[src/rtl/core/mtd_pkg.sv]
// shared types, header byte codes and field widths for the messagepack token decoder
package mtd_pkg;

	localparam int BYTE_W   = 8;
	localparam int VALUE_W  = 33;
	localparam int ACC_W    = 32;
	localparam int LEN_W    = 32;
	localparam int COUNT_W  = 3;
	localparam int KIND_W   = 3;
	localparam int S_TDATA_W = 8;
	localparam int M_TDATA_W = 40;

	// header byte codes
	localparam logic [7:0] HB_NIL     = 8'hC0;
	localparam logic [7:0] HB_INT8    = 8'hD0;
	localparam logic [7:0] HB_INT16   = 8'hD1;
	localparam logic [7:0] HB_INT32   = 8'hD2;
	localparam logic [7:0] HB_STR8    = 8'hD9;
	localparam logic [7:0] HB_STR16   = 8'hDA;
	localparam logic [7:0] HB_STR32   = 8'hDB;
	localparam logic [7:0] HB_ARRAY16 = 8'hDC;
	localparam logic [7:0] HB_ARRAY32 = 8'hDD;
	localparam logic [7:0] HB_MAP16   = 8'hDE;
	localparam logic [7:0] HB_MAP32   = 8'hDF;
	localparam logic [7:0] HB_NEGFIX  = 8'hE0;
	localparam logic [7:0] HB_POSMAX  = 8'h7F;
	localparam logic [7:0] HB_MAPMAX  = 8'h8F;
	localparam logic [7:0] HB_ARRMAX  = 8'h9F;
	localparam logic [7:0] HB_STRMAX  = 8'hBF;

	typedef enum logic [1:0] {
		PH_HEADER  = 2'd0,
		PH_FIELD   = 2'd1,
		PH_PAYLOAD = 2'd2
	} phase_t;

	typedef enum logic [2:0] {
		PK_INT8   = 3'd0,
		PK_INT16  = 3'd1,
		PK_INT32  = 3'd2,
		PK_ARRAY  = 3'd3,
		PK_MAP    = 3'd4,
		PK_STRING = 3'd5
	} pend_kind_t;

	typedef enum logic [2:0] {
		TK_INT    = 3'd0,
		TK_ARRAY  = 3'd1,
		TK_MAP    = 3'd2,
		TK_STRHDR = 3'd3,
		TK_STRBYT = 3'd4,
		TK_NIL    = 3'd5,
		TK_ERROR  = 3'd6
	} tok_kind_t;

	typedef struct packed {
		tok_kind_t           kind;
		logic [VALUE_W-1:0]  value;
		logic                last;
	} tok_t;

	// what a header byte asks for
	typedef struct packed {
		logic                has_tok;
		tok_t                tok;
		logic                to_field;
		pend_kind_t          field_kind;
		logic [COUNT_W-1:0]  field_bytes;
		logic                to_payload;
		logic [4:0]          payload_len;
	} hdr_info_t;

endpackage

[src/rtl/core/mtd_hdr_decode.sv]
// header byte classifier: immediate tokens and the field or payload that follows
module mtd_hdr_decode (
	input  logic [mtd_pkg::BYTE_W-1:0] hdr_byte,
	output mtd_pkg::hdr_info_t         info
);
	import mtd_pkg::*;

	always_comb begin
		info             = '0;
		info.tok.kind    = TK_INT;
		info.field_kind  = PK_INT8;
		if (hdr_byte <= HB_POSMAX) begin
			info.has_tok   = 1'b1;
			info.tok.value = {{(VALUE_W-BYTE_W){1'b0}}, hdr_byte};
		end else if (hdr_byte >= HB_NEGFIX) begin
			info.has_tok   = 1'b1;
			info.tok.value = {{(VALUE_W-BYTE_W){1'b1}}, hdr_byte};
		end else if (hdr_byte <= HB_MAPMAX) begin
			info.has_tok   = 1'b1;
			info.tok.kind  = TK_MAP;
			info.tok.value = {{(VALUE_W-4){1'b0}}, hdr_byte[3:0]};
		end else if (hdr_byte <= HB_ARRMAX) begin
			info.has_tok   = 1'b1;
			info.tok.kind  = TK_ARRAY;
			info.tok.value = {{(VALUE_W-4){1'b0}}, hdr_byte[3:0]};
		end else if (hdr_byte <= HB_STRMAX) begin
			// fixstr: an empty one closes at once
			info.has_tok     = 1'b1;
			info.tok.kind    = TK_STRHDR;
			info.tok.value   = {{(VALUE_W-5){1'b0}}, hdr_byte[4:0]};
			info.tok.last    = (hdr_byte[4:0] == 5'd0);
			info.to_payload  = (hdr_byte[4:0] != 5'd0);
			info.payload_len = hdr_byte[4:0];
		end else begin
			case (hdr_byte)
				HB_NIL: begin
					info.has_tok  = 1'b1;
					info.tok.kind = TK_NIL;
				end
				HB_INT8: begin
					info.to_field    = 1'b1;
					info.field_kind  = PK_INT8;
					info.field_bytes = 3'd1;
				end
				HB_INT16: begin
					info.to_field    = 1'b1;
					info.field_kind  = PK_INT16;
					info.field_bytes = 3'd2;
				end
				HB_INT32: begin
					info.to_field    = 1'b1;
					info.field_kind  = PK_INT32;
					info.field_bytes = 3'd4;
				end
				HB_STR8: begin
					info.to_field    = 1'b1;
					info.field_kind  = PK_STRING;
					info.field_bytes = 3'd1;
				end
				HB_STR16: begin
					info.to_field    = 1'b1;
					info.field_kind  = PK_STRING;
					info.field_bytes = 3'd2;
				end
				HB_STR32: begin
					info.to_field    = 1'b1;
					info.field_kind  = PK_STRING;
					info.field_bytes = 3'd4;
				end
				HB_ARRAY16: begin
					info.to_field    = 1'b1;
					info.field_kind  = PK_ARRAY;
					info.field_bytes = 3'd2;
				end
				HB_ARRAY32: begin
					info.to_field    = 1'b1;
					info.field_kind  = PK_ARRAY;
					info.field_bytes = 3'd4;
				end
				HB_MAP16: begin
					info.to_field    = 1'b1;
					info.field_kind  = PK_MAP;
					info.field_bytes = 3'd2;
				end
				HB_MAP32: begin
					info.to_field    = 1'b1;
					info.field_kind  = PK_MAP;
					info.field_bytes = 3'd4;
				end
				default: begin
					info.has_tok   = 1'b1;
					info.tok.kind  = TK_ERROR;
					info.tok.value = {{(VALUE_W-BYTE_W){1'b0}}, hdr_byte};
				end
			endcase
		end
	end

endmodule

[src/rtl/core/mtd_out_reg.sv]
// token output register with stream handshake toward the consumer
module mtd_out_reg (
	input  logic          clk,
	input  logic          arst_n,
	input  logic          load,
	input  mtd_pkg::tok_t tok_in,
	output logic          free,
	output logic          tvalid,
	input  logic          tready,
	output mtd_pkg::tok_t tok_out
);
	import mtd_pkg::*;

	logic valid_q;
	tok_t tok_q;

	// slot frees up in the same cycle the held token is taken
	assign free    = !valid_q || tready;
	assign tvalid  = valid_q;
	assign tok_out = tok_q;

	always_ff @(posedge clk or negedge arst_n) begin
		if (!arst_n) begin
			valid_q <= 1'b0;
		end else if (load) begin
			valid_q <= 1'b1;
		end else if (tready) begin
			valid_q <= 1'b0;
		end
	end

	always_ff @(posedge clk) begin
		if (load) begin
			tok_q <= tok_in;
		end
	end

endmodule

[src/rtl/core/msgpack_token_decoder_core.sv]
// messagepack token decoder top level: input register, decode state and token output
//
//  channel  | dir | tdata                    | tuser              | tlast
//  s_*      | in  | [7:0] stream_byte        | message_start      | -
//  m_*      | out | [32:0] token_value       | [2:0] token_kind   | string_end
//
// one byte per cycle sustained while m_tready does not stall a token; an accepted byte is held
// in the input register, decoded, then loaded into the token register, from which its token leaves
// field-opening header bytes and non-final field bytes produce no token and never wait on m_tready
// reset clears the input and token valids and the decode state; no clearing pass
// a stalled m_tready holds the token register and backs up into the input register
module msgpack_token_decoder_core (
	input  logic                          clk,
	input  logic                          arst_n,
	input  logic                          s_tvalid,
	output logic                          s_tready,
	input  logic [mtd_pkg::S_TDATA_W-1:0] s_tdata,   // [7:0] stream_byte
	input  logic                          s_tuser,   // [0] message_start
	output logic                          m_tvalid,
	input  logic                          m_tready,
	output logic [mtd_pkg::M_TDATA_W-1:0] m_tdata,   // [32:0] token_value, rest zero
	output logic [mtd_pkg::KIND_W-1:0]    m_tuser,   // [2:0] token_kind
	output logic                          m_tlast    // string_end
);
	import mtd_pkg::*;

	logic                valid_s1;
	logic [BYTE_W-1:0]   byte_s1;
	logic                start_s1;

	phase_t              phase_q;
	pend_kind_t          pkind_q;
	logic [COUNT_W-1:0]  fleft_q;
	logic [ACC_W-1:0]    facc_q;
	logic [LEN_W-1:0]    pleft_q;

	phase_t              phase_d;
	pend_kind_t          pkind_d;
	logic [COUNT_W-1:0]  fleft_d;
	logic [ACC_W-1:0]    facc_d;
	logic [LEN_W-1:0]    pleft_d;

	phase_t              eff_phase;
	logic [ACC_W-1:0]    facc_new;
	logic [COUNT_W-1:0]  fleft_new;
	logic [LEN_W-1:0]    pleft_new;
	hdr_info_t           hdr;
	logic                res_valid;
	tok_t                res_tok;
	tok_t                out_tok;
	logic                out_free;
	logic                advance;
	logic                load_s1;

	mtd_hdr_decode u_hdr (
		.hdr_byte (byte_s1),
		.info     (hdr)
	);

	// a start flag makes this byte a header whatever came before
	always_comb begin
		case (phase_q)
			PH_FIELD:   eff_phase = start_s1 ? PH_HEADER : PH_FIELD;
			PH_PAYLOAD: eff_phase = start_s1 ? PH_HEADER : PH_PAYLOAD;
			default:    eff_phase = PH_HEADER;
		endcase
	end

	assign facc_new  = {facc_q[ACC_W-BYTE_W-1:0], byte_s1};
	assign fleft_new = fleft_q - 3'd1;
	assign pleft_new = pleft_q - 32'd1;

	always_comb begin
		phase_d   = phase_q;
		pkind_d   = pkind_q;
		fleft_d   = fleft_q;
		facc_d    = facc_q;
		pleft_d   = pleft_q;
		res_valid = 1'b0;
		res_tok   = '0;
		res_tok.kind = TK_INT;
		case (eff_phase)
			PH_FIELD: begin
				facc_d  = facc_new;
				fleft_d = fleft_new;
				if (fleft_new == '0) begin
					phase_d   = PH_HEADER;
					res_valid = 1'b1;
					case (pkind_q)
						PK_INT8: begin
							res_tok.value = {{(VALUE_W-8){facc_new[7]}}, facc_new[7:0]};
						end
						PK_INT16: begin
							res_tok.value = {{(VALUE_W-16){facc_new[15]}}, facc_new[15:0]};
						end
						PK_INT32: begin
							res_tok.value = {facc_new[ACC_W-1], facc_new};
						end
						PK_ARRAY: begin
							res_tok.kind  = TK_ARRAY;
							res_tok.value = {1'b0, facc_new};
						end
						PK_MAP: begin
							res_tok.kind  = TK_MAP;
							res_tok.value = {1'b0, facc_new};
						end
						default: begin
							res_tok.kind  = TK_STRHDR;
							res_tok.value = {1'b0, facc_new};
							if (facc_new == '0) begin
								res_tok.last = 1'b1;
							end else begin
								pleft_d = facc_new;
								phase_d = PH_PAYLOAD;
							end
						end
					endcase
				end
			end
			PH_PAYLOAD: begin
				pleft_d       = pleft_new;
				res_valid     = 1'b1;
				res_tok.kind  = TK_STRBYT;
				res_tok.value = {{(VALUE_W-BYTE_W){1'b0}}, byte_s1};
				if (pleft_new == '0) begin
					res_tok.last = 1'b1;
					phase_d      = PH_HEADER;
				end
			end
			default: begin
				phase_d   = PH_HEADER;
				res_valid = hdr.has_tok;
				res_tok   = hdr.tok;
				if (hdr.to_field) begin
					phase_d = PH_FIELD;
					pkind_d = hdr.field_kind;
					fleft_d = hdr.field_bytes;
					facc_d  = '0;
				end else if (hdr.to_payload) begin
					phase_d = PH_PAYLOAD;
					pleft_d = {{(LEN_W-5){1'b0}}, hdr.payload_len};
				end
			end
		endcase
	end

	// a byte with no token moves on even while the token register is stalled
	assign advance  = valid_s1 && (!res_valid || out_free);
	assign s_tready = !valid_s1 || advance;
	assign load_s1  = s_tvalid && s_tready;

	always_ff @(posedge clk or negedge arst_n) begin
		if (!arst_n) begin
			valid_s1 <= 1'b0;
		end else if (load_s1) begin
			valid_s1 <= 1'b1;
		end else if (advance) begin
			valid_s1 <= 1'b0;
		end
	end

	always_ff @(posedge clk) begin
		if (load_s1) begin
			byte_s1  <= s_tdata[BYTE_W-1:0];
			start_s1 <= s_tuser;
		end
	end

	always_ff @(posedge clk or negedge arst_n) begin
		if (!arst_n) begin
			phase_q <= PH_HEADER;
			pkind_q <= PK_INT8;
			fleft_q <= '0;
			facc_q  <= '0;
			pleft_q <= '0;
		end else if (advance) begin
			phase_q <= phase_d;
			pkind_q <= pkind_d;
			fleft_q <= fleft_d;
			facc_q  <= facc_d;
			pleft_q <= pleft_d;
		end
	end

	mtd_out_reg u_out (
		.clk     (clk),
		.arst_n  (arst_n),
		.load    (advance && res_valid),
		.tok_in  (res_tok),
		.free    (out_free),
		.tvalid  (m_tvalid),
		.tready  (m_tready),
		.tok_out (out_tok)
	);

	assign m_tdata = {{(M_TDATA_W-VALUE_W){1'b0}}, out_tok.value};
	assign m_tuser = out_tok.kind;
	assign m_tlast = out_tok.last;

endmodule

[config.mk]
export PLATFORM = sky130hd
export DESIGN_NAME = msgpack_token_decoder_core
export DESIGN_NICKNAME = d
export VERILOG_FILES = /design/src/rtl/core/mtd_pkg.sv /design/src/rtl/core/mtd_hdr_decode.sv /design/src/rtl/core/mtd_out_reg.sv /design/src/rtl/core/msgpack_token_decoder_core.sv
export SDC_FILE = /design/constraint.sdc
export NUM_CORES = 1
export LEC_CHECK = 0
export BUFFER_PORTS_ARGS = -buffer_cell sky130_fd_sc_hd__buf_2
export CORE_UTILIZATION = 55
export DETAILED_ROUTE_END_ITERATION = 7
export PLACE_DENSITY = 0.77
export RECOVER_POWER = 50
export SETUP_SLACK_MARGIN = 0.02
export SYNTH_ARGS = -nofsm -noshare
export SYNTH_HDL_FRONTEND = slang
export SYNTH_HIERARCHICAL = 1
export SYNTH_SLANG_ARGS = --single-unit
[constraint.sdc]
create_clock -name clk -period 5.4 [get_ports clk]
set_input_delay 1.62 -clock clk [delete_from_list [all_inputs] [get_ports clk]]
set_output_delay 1.62 -clock clk [all_outputs]
set_load 0.03 [all_outputs]
==> reports/results.tsv, run 1 <==
metric	value	unit
number of antenna diodes	0	
Post-DP Area	6960	um^2
vias in the first global route	5434	
cts bufs inserted	9	
number of antenna violations at the first check in global routing	0	
gate count after technology mapping	778	
gpl congestion	0.915	
Die Area	12900	um^2
number of levels the H-tree was split into	3	
DIE HEIGHT	114	um
static leakage	2.80	nW
Synth-to-Final Area Change	4.84	%
worst clock skew	0.00701	ns
routed wire length	16900	um
post-synth cell types	79	
placeable core region	12100	um^2
nets@finish	798	
Final Util	59.6	%
detailed-router iteration count before antenna repair	5	
cell area after layout	7180	um^2
Reg2Reg Capture Point	pleft_q[25]$_DFFE_PN0P_	
category of the worst setup path capture point	primary output	
starting density of the core	56.8	%
CP dominant cell by count	sky130_fd_sc_hd__inv_1	
detailed router's first-iteration violation count	565	
class of the tightest hold or removal check	flip-flop to flip-flop	
outcome	complete, but fails checks	
number of enable flip-flop cells after synthesis	46	
hold endpoint	pleft_q[30]$_DFFE_PN0P_	
post-CTS setup buffer count	0	
Worst Path Arrival	2.84	ns
maximum clock frequency	224	MHz
sum of buffers and inverters on the critical path	6	
critical path's largest stage delay	0.47	ns
required time worst endpoint	3.78	ns
slowest stage cell on the critical path	sky130_fd_sc_hd__nor4b_1	
power per cell area	459	nW/um^2
highest ir drop seen on vdd	0.268	mV
DR DRC count	0	
share of post-route cells with drive strength above 1	7.67	%
Setup Crit Path Kind	flip-flop to primary output	
final count of pins violating max slew	69	
setup slack of the worst register-to-register path	1.86	ns
Critical Path Source Type	flip-flop	
standard-cell rows	40	
final setup TNS	0	ns
Post-CTS Hold Fix Bufs	0	
largest buffer count on any clock path	2	
transition at the pin with the smallest max-transition slack	1.82	ns
total via count in the routed design	5852	
Final setup violation count	0	
period utilisation layout	82.6	%
PortBufs	51	
insertion delay of the later-clocked pin in the worst-skew pair	0.36	ns
count of antenna-violating nets left after detailed routing	0	
critical-path cell list	inv_1, ha_1, nor2_1, nand2_1, inv_1, ha_1, buf_4, inv_1, nor2_1, nor4b_1, inv_1, buf_2	
sequential cell area fraction in the yosys report	44.3	%
post-synthesis register bit count	112	
min-delay src	pleft_q[30]$_DFFE_PN0P_	
HPWL Detailed	11700	um
worst rel slew slack	-21.5	%
Min Hold Slack	0.519	ns
wire length of the first global-routing pass	27300	um
CTS Root Buffer Type	sky130_fd_sc_hd__clkbuf_16	
All-Layer GR Usage	27.1	%
overall die width	114	um
post-synthesis async set-or-reset flop share	58.9	%
Via-to-Cell Ratio	6.16	
startpoint of the worst register-to-register path	phase_q[0]$_DFFE_PN0P_	
maximum number of pins on one net before global-route repair	65	
CP delay by family, top	buffers and inverters	
Hold Crit Depth	2	
dominant register cell in the synthesized netlist	sky130_fd_sc_hd__dfrtp_1	
PostCTS Resize Cnt	0	
combined area of all synthesized cells	6850	um^2
Congestion Overflow GR	0	
final hold violation count	0	
Clk pin slew, worst setup/hold paths	0.07	ns
number of clock sinks seen by CTS	112	
maxcap violations	2	
largest fanout on the critical path	50	
final critical delay including setup and external delays	4.46	ns
WL/cell	17.8	um
syn_area_per_cell	8.81	um^2
Reg2Reg Depth	13	
number of top-level pins	59	
unrepaired setup endpoints after global routing	no	
violated checks	max-capacitance violations, max-slew violations	
TritonCTS clock tree	done	
Yosys Warn Count	6	
-- placed cells by master, fill, tap and decap left out, types with 6 or more instances in the layout --
master | synthesis | routed
sky130_fd_sc_hd__o21ai_0 | 121 | 121
sky130_fd_sc_hd__a21oi_1 | 65 | 65
sky130_fd_sc_hd__a22oi_1 | 15 | 15
sky130_fd_sc_hd__a21o_1 | 11 | 11
sky130_fd_sc_hd__clkbuf_16 | 0 | 9
sky130_fd_sc_hd__nor4_1 | 21 | 21
sky130_fd_sc_hd__buf_2 | 4 | 12
sky130_fd_sc_hd__nor2_1 | 55 | 55
sky130_fd_sc_hd__dfrtp_1 | 66 | 66
sky130_fd_sc_hd__buf_4 | 32 | 9
sky130_fd_sc_hd__nor2b_1 | 7 | 7
sky130_fd_sc_hd__a32oi_1 | 6 | 6
sky130_fd_sc_hd__clkbuf_1 | 32 | 42
sky130_fd_sc_hd__nand4_1 | 7 | 7
sky130_fd_sc_hd__edfxtp_1 | 46 | 46
sky130_fd_sc_hd__a22o_1 | 8 | 8
sky130_fd_sc_hd__or3_1 | 7 | 7
sky130_fd_sc_hd__nand2_1 | 99 | 99
sky130_fd_sc_hd__nand3_1 | 8 | 8
sky130_fd_sc_hd__ha_1 | 8 | 8
sky130_fd_sc_hd__conb_1 | 1 | 7
sky130_fd_sc_hd__and2_1 | 7 | 7
sky130_fd_sc_hd__nor3_1 | 27 | 26
sky130_fd_sc_hd__inv_1 | 26 | 26
-- where the power goes --
group	leakage, nW	total, W	internal, W	switching (W)
clock network	0.142	0.000674	0.000366	0.000308
logic	1.30	0.00148	0.000439	0.00104
registers	1.36	0.00114	0.00104	0.000104
total	2.80	0.00329	0.00184	0.00145
-- through the flow --
step	std cells	setup slack, ns	power (W)
2_1_floorplan	784	0.900	0.00229
3_3_place_gp	934	1.22	0.00260
3_5_place_dp	934	1.18	0.00262
4_1_cts	950	0.858	0.00330
5_1_grt	950	0.481	0.00348
6_report	950	0.941	0.00329
-- Yosys cell counts, types with 3 or more instances --
master / number / area (um^2)
sky130_fd_sc_hd__o21ai_0: 121 / 606
sky130_fd_sc_hd__nand2_1: 99 / 372
sky130_fd_sc_hd__dfrtp_1: 66 / 1650
sky130_fd_sc_hd__a21oi_1: 65 / 325
sky130_fd_sc_hd__nor2_1: 55 / 206
sky130_fd_sc_hd__edfxtp_1: 46 / 1380
sky130_fd_sc_hd__buf_4: 32 / 240
sky130_fd_sc_hd__clkbuf_1: 32 / 120
sky130_fd_sc_hd__nor3_1: 27 / 135
sky130_fd_sc_hd__inv_1: 26 / 97.6
sky130_fd_sc_hd__nor4_1: 21 / 131
sky130_fd_sc_hd__a22oi_1: 15 / 113
sky130_fd_sc_hd__a21o_1: 11 / 82.6
sky130_fd_sc_hd__a22o_1: 8 / 70.1
sky130_fd_sc_hd__ha_1: 8 / 100
sky130_fd_sc_hd__nand3_1: 8 / 40.0
sky130_fd_sc_hd__and2_1: 7 / 43.8
sky130_fd_sc_hd__nand4_1: 7 / 43.8
sky130_fd_sc_hd__nor2b_1: 7 / 43.8
sky130_fd_sc_hd__or3_1: 7 / 43.8
sky130_fd_sc_hd__a32oi_1: 6 / 52.6
sky130_fd_sc_hd__mux2i_1: 5 / 50.1
sky130_fd_sc_hd__buf_2: 4 / 20.0
sky130_fd_sc_hd__buf_6: 4 / 45.0
sky130_fd_sc_hd__o31ai_1: 4 / 30.0
sky130_fd_sc_hd__nand4b_1: 3 / 26.3
sky130_fd_sc_hd__nor4_4: 3 / 63.8
sky130_fd_sc_hd__o211ai_1: 3 / 22.5
sky130_fd_sc_hd__or2_2: 3 / 18.8
sky130_fd_sc_hd__xnor2_1: 3 / 26.3
-- worst max path at each step --
| stage | startpoint | endpoint | slack (ns) | depth (start not counted) |
|---|---|---|---|---|
| floorplan | m_tready | u_out/tvalid$_DFFE_PN0P_ | 0.90 | 3 |
| global placement | m_tready | s_tready | 1.22 | 5 |
| detailed placement | m_tready | s_tready | 1.18 | 5 |
| CTS | phase_q[0]$_DFFE_PN0P_ | s_tready | 0.86 | 11 |
| global route | arst_n | phase_q[0]$_DFFE_PN0P_ | 0.48 | 2 |
| finish | phase_q[0]$_DFFE_PN0P_ | s_tready | 0.94 | 12 |
-- sequential cells by signal, indices dropped and copies added, names as in the netlist --
register and flops:
pkind_q 3, facc_q 24, byte_s1 8, pleft_q 32, u_out/tok_out 37, valid_s1 1
start_s1 1, fleft_q 3, phase_q 2, u_out/tvalid 1
-- layout make-up --
cell class	instances	area [um^2]
clock buffers	11	233
well taps	168	210
repair buffers	61	278
inverters	26	97.6
multi-input cells	567	3270
clock inverters	5	66.3
flip-flops and latches	112	3030
fillers	1083	4880
-- kinds of logic after synthesis --
logic type	count (synthesis)	share of synthesized area [%]
AND/OR/NAND/NOR	279	21.5
AO/OA/AOI/OAI	261	22.6
flip-flops	112	44.3
buffers and inverters	105	8.40
adder cells (fa/ha/maj)	8	1.46
multiplexers	7	1.06
XOR/XNOR	5	0.639
other	1	0.0547
-- worst min-delay path, stage by stage (launching register included) --
cell and delay [ns]:
sky130_fd_sc_hd__dfrtp_1 0.35, sky130_fd_sc_hd__o21ai_0 0.08, sky130_fd_sc_hd__o21ai_0 0.06
-- per-layer routing --
metal  wire length, um  GRT usage, %  up-vias
li1                  -             -     2805
met1              7400          35.1     2780
met2              7900          42.8      219
met3               900          6.11       48
met4               686          13.9        0
met5                 0             0        -
No activity file was read; power rests on OpenSTA's default activity.
==> run 2: changes to the inputs <==
clock period = 3.7 ns   (was 5.4 ns; I/O delays follow)
==> run 2 against run 1 <==
Against the previous run:
- critical path type unchanged
- critical endpoint unchanged
- cell count is 0.84% higher
- non-clock buffer count is 8 higher
- combinational power is 48% higher
- die area stayed put
- critical path depth is 1 lower
- largest power group unchanged
- the run now ends clean
- count of clock-buffer cells in the layout stayed put
- largest cell class unchanged
- clock power is 48% higher
==> reports/results.tsv, run 2 (synthesized netlist as in run 1, its figures left out) <==
metric	value	unit
outcome	complete, no violations	
vias in the first global route	5440	
met3 routed wirelength	1020	um
Setup Crit Path Kind	flip-flop to primary output	
number of clock sinks seen by CTS	112	
CP delay by family, top	simple AND/OR/NAND/NOR gates	
leading cell type in the layout, fill and taps excluded	sky130_fd_sc_hd__o21ai_0	
maxcap violations	0	
Gate power share	45.2	%
Final setup violation count	0	
share of post-route cells with drive strength above 1	9.37	%
Final Util	60.3	%
CTS Root Buffer Type	sky130_fd_sc_hd__clkbuf_16	
transition at the pin with the smallest max-transition slack	1.23	ns
overall die width	114	um
Synth-to-Final Area Change	6.06	%
final setup TNS	0	ns
largest buffer count on any clock path	2	
static leakage	2.85	nW
HPWL Detailed	12000	um
worst clock skew	0.00777	ns
wire length of the first global-routing pass	28100	um
number of inserted filler cells in the final layout	1038	
cell area after layout	7270	um^2
unrepaired setup endpoints after global routing	no	
cts bufs inserted	9	
DIE HEIGHT	114	um
standard-cell rows	40	
routed wl met2	8210	um
placeable core region	12100	um^2
insertion delay of the later-clocked pin in the worst-skew pair	0.36	ns
Critical Path Source Type	flip-flop	
number of antenna violations at the first check in global routing	0	
DR DRC count	0	
gpl congestion	0.959	
Reg2Reg Depth	14	
Seq pwr share	34.2	%
filler-free cell count of the finished design	958	
class of the tightest hold or removal check	flip-flop to flip-flop	
detailed-router iteration count before antenna repair	5	
slowest stage cell on the critical path	sky130_fd_sc_hd__dfrtp_1	
Pwr Total	0.00484	W
period utilisation layout	93.5	%
leading cell types in the layout, fill and taps excluded	sky130_fd_sc_hd__o21ai_0 (121), sky130_fd_sc_hd__nand2_1 (99), sky130_fd_sc_hd__dfrtp_1 (66)	
Reg2Reg Capture Point	phase_q[1]$_DFFE_PN0P_	
dpl cells	942	
worst setup path startpoint	phase_q[0]$_DFFE_PN0P_	
number of antenna diodes	0	
CP dominant cell by count	sky130_fd_sc_hd__inv_1	
number of levels the H-tree was split into	3	
Die Area	12900	um^2
Worst Path Arrival	2.35	ns
critical-path cell list	inv_1, ha_1, nor2_1, nand2_1, inv_1, ha_2, inv_2, nor2_2, nor4b_2, inv_1, buf_2	
final critical delay including setup and external delays	3.46	ns
Post-DP Area	7020	um^2
number of flip-flops under the largest register name	37	
count of antenna-violating nets left after detailed routing	0	
NetSw	0.00212	W
DRT met1 WL	7350	um
Congestion Overflow GR	0	
total via count in the routed design	5860	
area of the multi-input gates	3300	um^2
Post-CTS Hold Fix Bufs	0	
worst rel slew slack	17.8	%
maximum number of pins on one net before global-route repair	65	
starting density of the core	56.8	%
routed wire length	17200	um
total internal power	0.00272	W
destination of the critical timing path	s_tready	
switching share of power	43.8	%
power per cell area	666	nW/um^2
Clk pin slew, worst setup/hold paths	0.07	ns
required time worst endpoint	2.59	ns
Via-to-Cell Ratio	6.12	
critical path's largest stage delay	0.37	ns
final hold violation count	0	
WL/cell	17.9	um
nets@finish	806	
TritonCTS clock tree	done	
Seq. cell area	3030	um^2
top metal layer carrying routed signals	met4	
category of the worst setup path capture point	primary output	
maximum clock frequency	289	MHz
startpoint of the worst register-to-register path	phase_q[0]$_DFFE_PN0P_	
detailed router's first-iteration violation count	613	
setup slack of the worst register-to-register path	0.43	ns
highest ir drop seen on vdd	0.413	mV
critical path depth	11	
largest fanout on the critical path	6	
PortBufs	51	
All-Layer GR Usage	28.2	%
number of top-level pins	59	
final count of pins violating max slew	0	
sum of buffers and inverters on the critical path	5	
Clock Power Share	20.7	%
==> run 2: cell type report <==
| type | instances | share of cell area, % |
|---|---|---|
| Clock buffer | 11 | 3.34 |
| Sequential cell | 112 | 41.7 |
| Clock inverter | 5 | 0.775 |
| Timing Repair Buffer | 69 | 4.54 |
| Inverter | 26 | 1.34 |
| Multi-Input combinational cell | 567 | 45.4 |
| Tap cell | 168 | 2.89 |
==> run 2: power by group through the flow <==
| stage | Sequential, W | Combinational [W] | Clock, W |
|---|---|---|---|
| finish | 0.00165 | 0.00219 | 0.00100 |
| global route | 0.00168 | 0.00240 | 0.00105 |
| CTS | 0.00165 | 0.00217 | 0.00101 |
| detailed placement | 0.00167 | 0.00215 | 0 |
| global placement | 0.00166 | 0.00214 | 0 |
| floorplan | 0.00186 | 0.00149 | 0 |
==> run 2: how the worst min path moves through the flow <==
| stage | startpoint | end | slack [ns] | cells after the start |
|---|---|---|---|---|
| floorplan | pleft_q[30]$_DFFE_PN0P_ | pleft_q[30]$_DFFE_PN0P_ | 0.47 | 2 |
| global placement | pleft_q[30]$_DFFE_PN0P_ | pleft_q[30]$_DFFE_PN0P_ | 0.49 | 2 |
| detailed placement | fleft_q[0]$_DFFE_PN0P_ | fleft_q[0]$_DFFE_PN0P_ | 0.52 | 2 |
| CTS | fleft_q[0]$_DFFE_PN0P_ | fleft_q[0]$_DFFE_PN0P_ | 0.54 | 2 |
| global route | fleft_q[0]$_DFFE_PN0P_ | fleft_q[0]$_DFFE_PN0P_ | 0.59 | 2 |
| finish | fleft_q[0]$_DFFE_PN0P_ | fleft_q[0]$_DFFE_PN0P_ | 0.54 | 2 |
==> run 2: layer usage <==
layer	up-vias	track usage, %
met1	2786	36.8
met3	40	5.95
met2	222	45.6
li1	2812	-
met5	-	0
met4	0	11.8
==> run 2: metrics by stage <==
stage / hold WS (ns) / setup slack [ns]
after floorplan: 0.471 / 0.514
after global placement: 0.493 / 0.511
after detailed placement: 0.519 / 0.443
after CTS: 0.536 / 0.0421
after global routing: 0.589 / 0.0519
final: 0.535 / 0.239
==> run 2: what timing repair did <==
action,4_1_cts,5_1_grt
setup buffers,0,0
setup endpoints to repair,0,1
gates resized for setup,0,4
==> run 2: tightest hold or removal path, delay by kind of cell (launching register included) <==
kind / cells / cell delay, ns
flops: 1 / 0.37
compound gates: 1 / 0.07
simple gates: 1 / 0.05
==> run 3: changes to the inputs <==
CORE_UTILIZATION = 60   (was 55)
PLACE_DENSITY = 0.8   (was 0.77)
clock period = 4.4 ns   (was 3.7 ns; I/O delays follow)
==> run 3 against run 2 <==
Against the previous run:
- flip-flop and latch count unchanged
- combinational power fell by 16%
- critical endpoint unchanged
- die area is 8.2% lower
- register-to-register slack improved by 0.38 ns
- worst hold slack worse by 0.0041 ns
- clock skew decreased by 0.0013 ns
- largest cell class unchanged
- global-route usage is 2.6 points higher
==> reports/results.tsv, run 3 (synthesized netlist as in run 1, its figures left out) <==
metric	value	unit
HPWL Detailed	12200	um
Synth-to-Final Area Change	4.91	%
nets@finish	801	
category of the worst setup path capture point	primary output	
maxcap violations	0	
DR DRC count	0	
vias in the first global route	5512	
filler-free cell count of the finished design	925	
PostCTS Resize Cnt	0	
largest buffer count on any clock path	2	
unrepaired setup endpoints after global routing	no	
overall die width	109	um
post-CTS setup buffer count	0	
WL/cell	18.6	um
Die Area	11900	um^2
wire length of the first global-routing pass	27800	um
Via-to-Cell Ratio	6.36	
dpl cells	909	
standard-cell rows	38	
number of clock sinks seen by CTS	112	
detailed-router iteration count before antenna repair	6	
TritonCTS clock tree	done	
highest ir drop seen on vdd	0.491	mV
routed wire length	17200	um
CP dominant cell by count	sky130_fd_sc_hd__inv_1	
leading cell types in the layout, fill and taps excluded	sky130_fd_sc_hd__o21ai_0 (121), sky130_fd_sc_hd__nand2_1 (99), sky130_fd_sc_hd__dfrtp_1 (66)	
gpl congestion	0.935	
Post-DP Area	6950	um^2
cell area after layout	7190	um^2
final hold violation count	0	
Clk pin slew, worst setup/hold paths	0.07	ns
largest fanout on the critical path	3	
Post-CTS Hold Fix Bufs	0	
final setup TNS	0	ns
class of the tightest hold or removal check	flip-flop to flip-flop	
final critical delay including setup and external delays	3.90	ns
worst rel slew slack	4.12	%
slowest stage cell on the critical path	sky130_fd_sc_hd__a311oi_1	
PortBufs	51	
Final setup violation count	0	
number of top-level pins	59	
placeable core region	11000	um^2
insertion delay of the later-clocked pin in the worst-skew pair	0.36	ns
Worst Path Arrival	2.58	ns
CTS Root Buffer Type	sky130_fd_sc_hd__clkbuf_16	
maximum number of pins on one net before global-route repair	65	
period utilisation layout	88.7	%
Setup Crit Path Kind	flip-flop to primary output	
critical-path cell list	inv_1, ha_1, nor2_1, nand2_1, inv_1, ha_1, a311oi_1, nor4b_1, inv_1, buf_2	
leading cell type in the layout, fill and taps excluded	sky130_fd_sc_hd__o21ai_0	
outcome	complete, no violations	
sum of buffers and inverters on the critical path	4	
total via count in the routed design	5880	
critical path's largest stage delay	0.60	ns
detailed router's first-iteration violation count	552	
cts bufs inserted	9	
number of flip-flops under the largest register name	37	
number of antenna diodes	0	
static leakage	2.82	nW
transition at the pin with the smallest max-transition slack	1.44	ns
DIE HEIGHT	109	um
All-Layer GR Usage	30.7	%
maximum clock frequency	256	MHz
number of antenna violations at the first check in global routing	0	
worst clock skew	0.00643	ns
final count of pins violating max slew	0	
CP delay by family, top	compound AO/OA/AOI/OAI gates	
power per cell area	567	nW/um^2
share of post-route cells with drive strength above 1	8.15	%
Congestion Overflow GR	0	
number of levels the H-tree was split into	3	
count of antenna-violating nets left after detailed routing	0	
required time worst endpoint	3.08	ns
Critical Path Source Type	flip-flop	
starting density of the core	62.4	%
==> run 3: cell count changes in the layout (fill, tap and decap cells not counted), sizes merged <==
cell / previous run / this run
clkinv: 3 / 2
buf: 26 / 20
bufinv: 1 / 0
inv: 27 / 29
clkbuf: 54 / 55
==> run 3: layout make-up <==
class,count,area [um^2]
clock buffer,11,264
multi-input combinational,567,3290
inverter,26,97.6
fill,908,3790
clock inverter,5,43.8
timing repair buffer,64,289
sequential,112,3030
tap,140,175
==> run 3: path summary, 6_finish.rpt <==
kind	startpoint	end	slack, ns	cells after the start
worst max-delay path	phase_q[0]$_DFFE_PN0P_	s_tready	0.50	10
worst min-delay path	pleft_q[30]$_DFFE_PN0P_	pleft_q[30]$_DFFE_PN0P_	0.53	2
worst max register to register	phase_q[0]$_DFFE_PN0P_	u_out/tok_out[33]$_DFFE_PP_	0.81	12
worst min register to register	pleft_q[30]$_DFFE_PN0P_	pleft_q[30]$_DFFE_PN0P_	0.53	2
max in group asynchronous	arst_n	facc_q[6]$_DFFE_PN0P_	1.41	2
min in group asynchronous	arst_n	pleft_q[27]$_DFFE_PN0P_	1.12	1
==> run 3: stage by stage <==
step           util, %  setup slack, ns  total power (W)  hold slack, ns
2_1_floorplan        -            0.200          0.00281           0.471
3_3_place_gp      63.2            0.833          0.00321           0.489
3_5_place_dp      63.2            0.806          0.00324           0.512
4_1_cts           66.0            0.483          0.00408           0.529
5_1_grt           65.5            0.296          0.00430           0.559
6_report          65.5            0.496          0.00408           0.531
==> run 3: worst reg2reg max path, cell delays in order (launching register included) <==
cell and delay (ns):
sky130_fd_sc_hd__dfrtp_1 0.38, sky130_fd_sc_hd__inv_1 0.06, sky130_fd_sc_hd__ha_1 0.28, sky130_fd_sc_hd__nor2_1 0.10, sky130_fd_sc_hd__nand2_1 0.08, sky130_fd_sc_hd__inv_1 0.06, sky130_fd_sc_hd__ha_1 0.24, sky130_fd_sc_hd__buf_4 0.29
sky130_fd_sc_hd__nor2b_1 0.19, sky130_fd_sc_hd__buf_4 0.33, sky130_fd_sc_hd__nand3_1 0.70, sky130_fd_sc_hd__a2111oi_0 0.62, sky130_fd_sc_hd__a21o_1 0.14
==> run 3: per-layer routing <==
metal  GRT usage (%)  share of wire (%)  vias up
met3            6.69                6.0       52
met5               0                  0        -
met4            12.8                3.5        0
met1            38.5                 41     2767
met2            51.3                 49      250
li1                -                  -     2811
==> run 3: where the power goes <==
group,switching (W),total (W),leakage (nW),internal [W]
logic,0.00130,0.00184,1.31,0.000544
registers,0.000122,0.00140,1.36,0.00127
clock network,0.000396,0.000839,0.152,0.000443
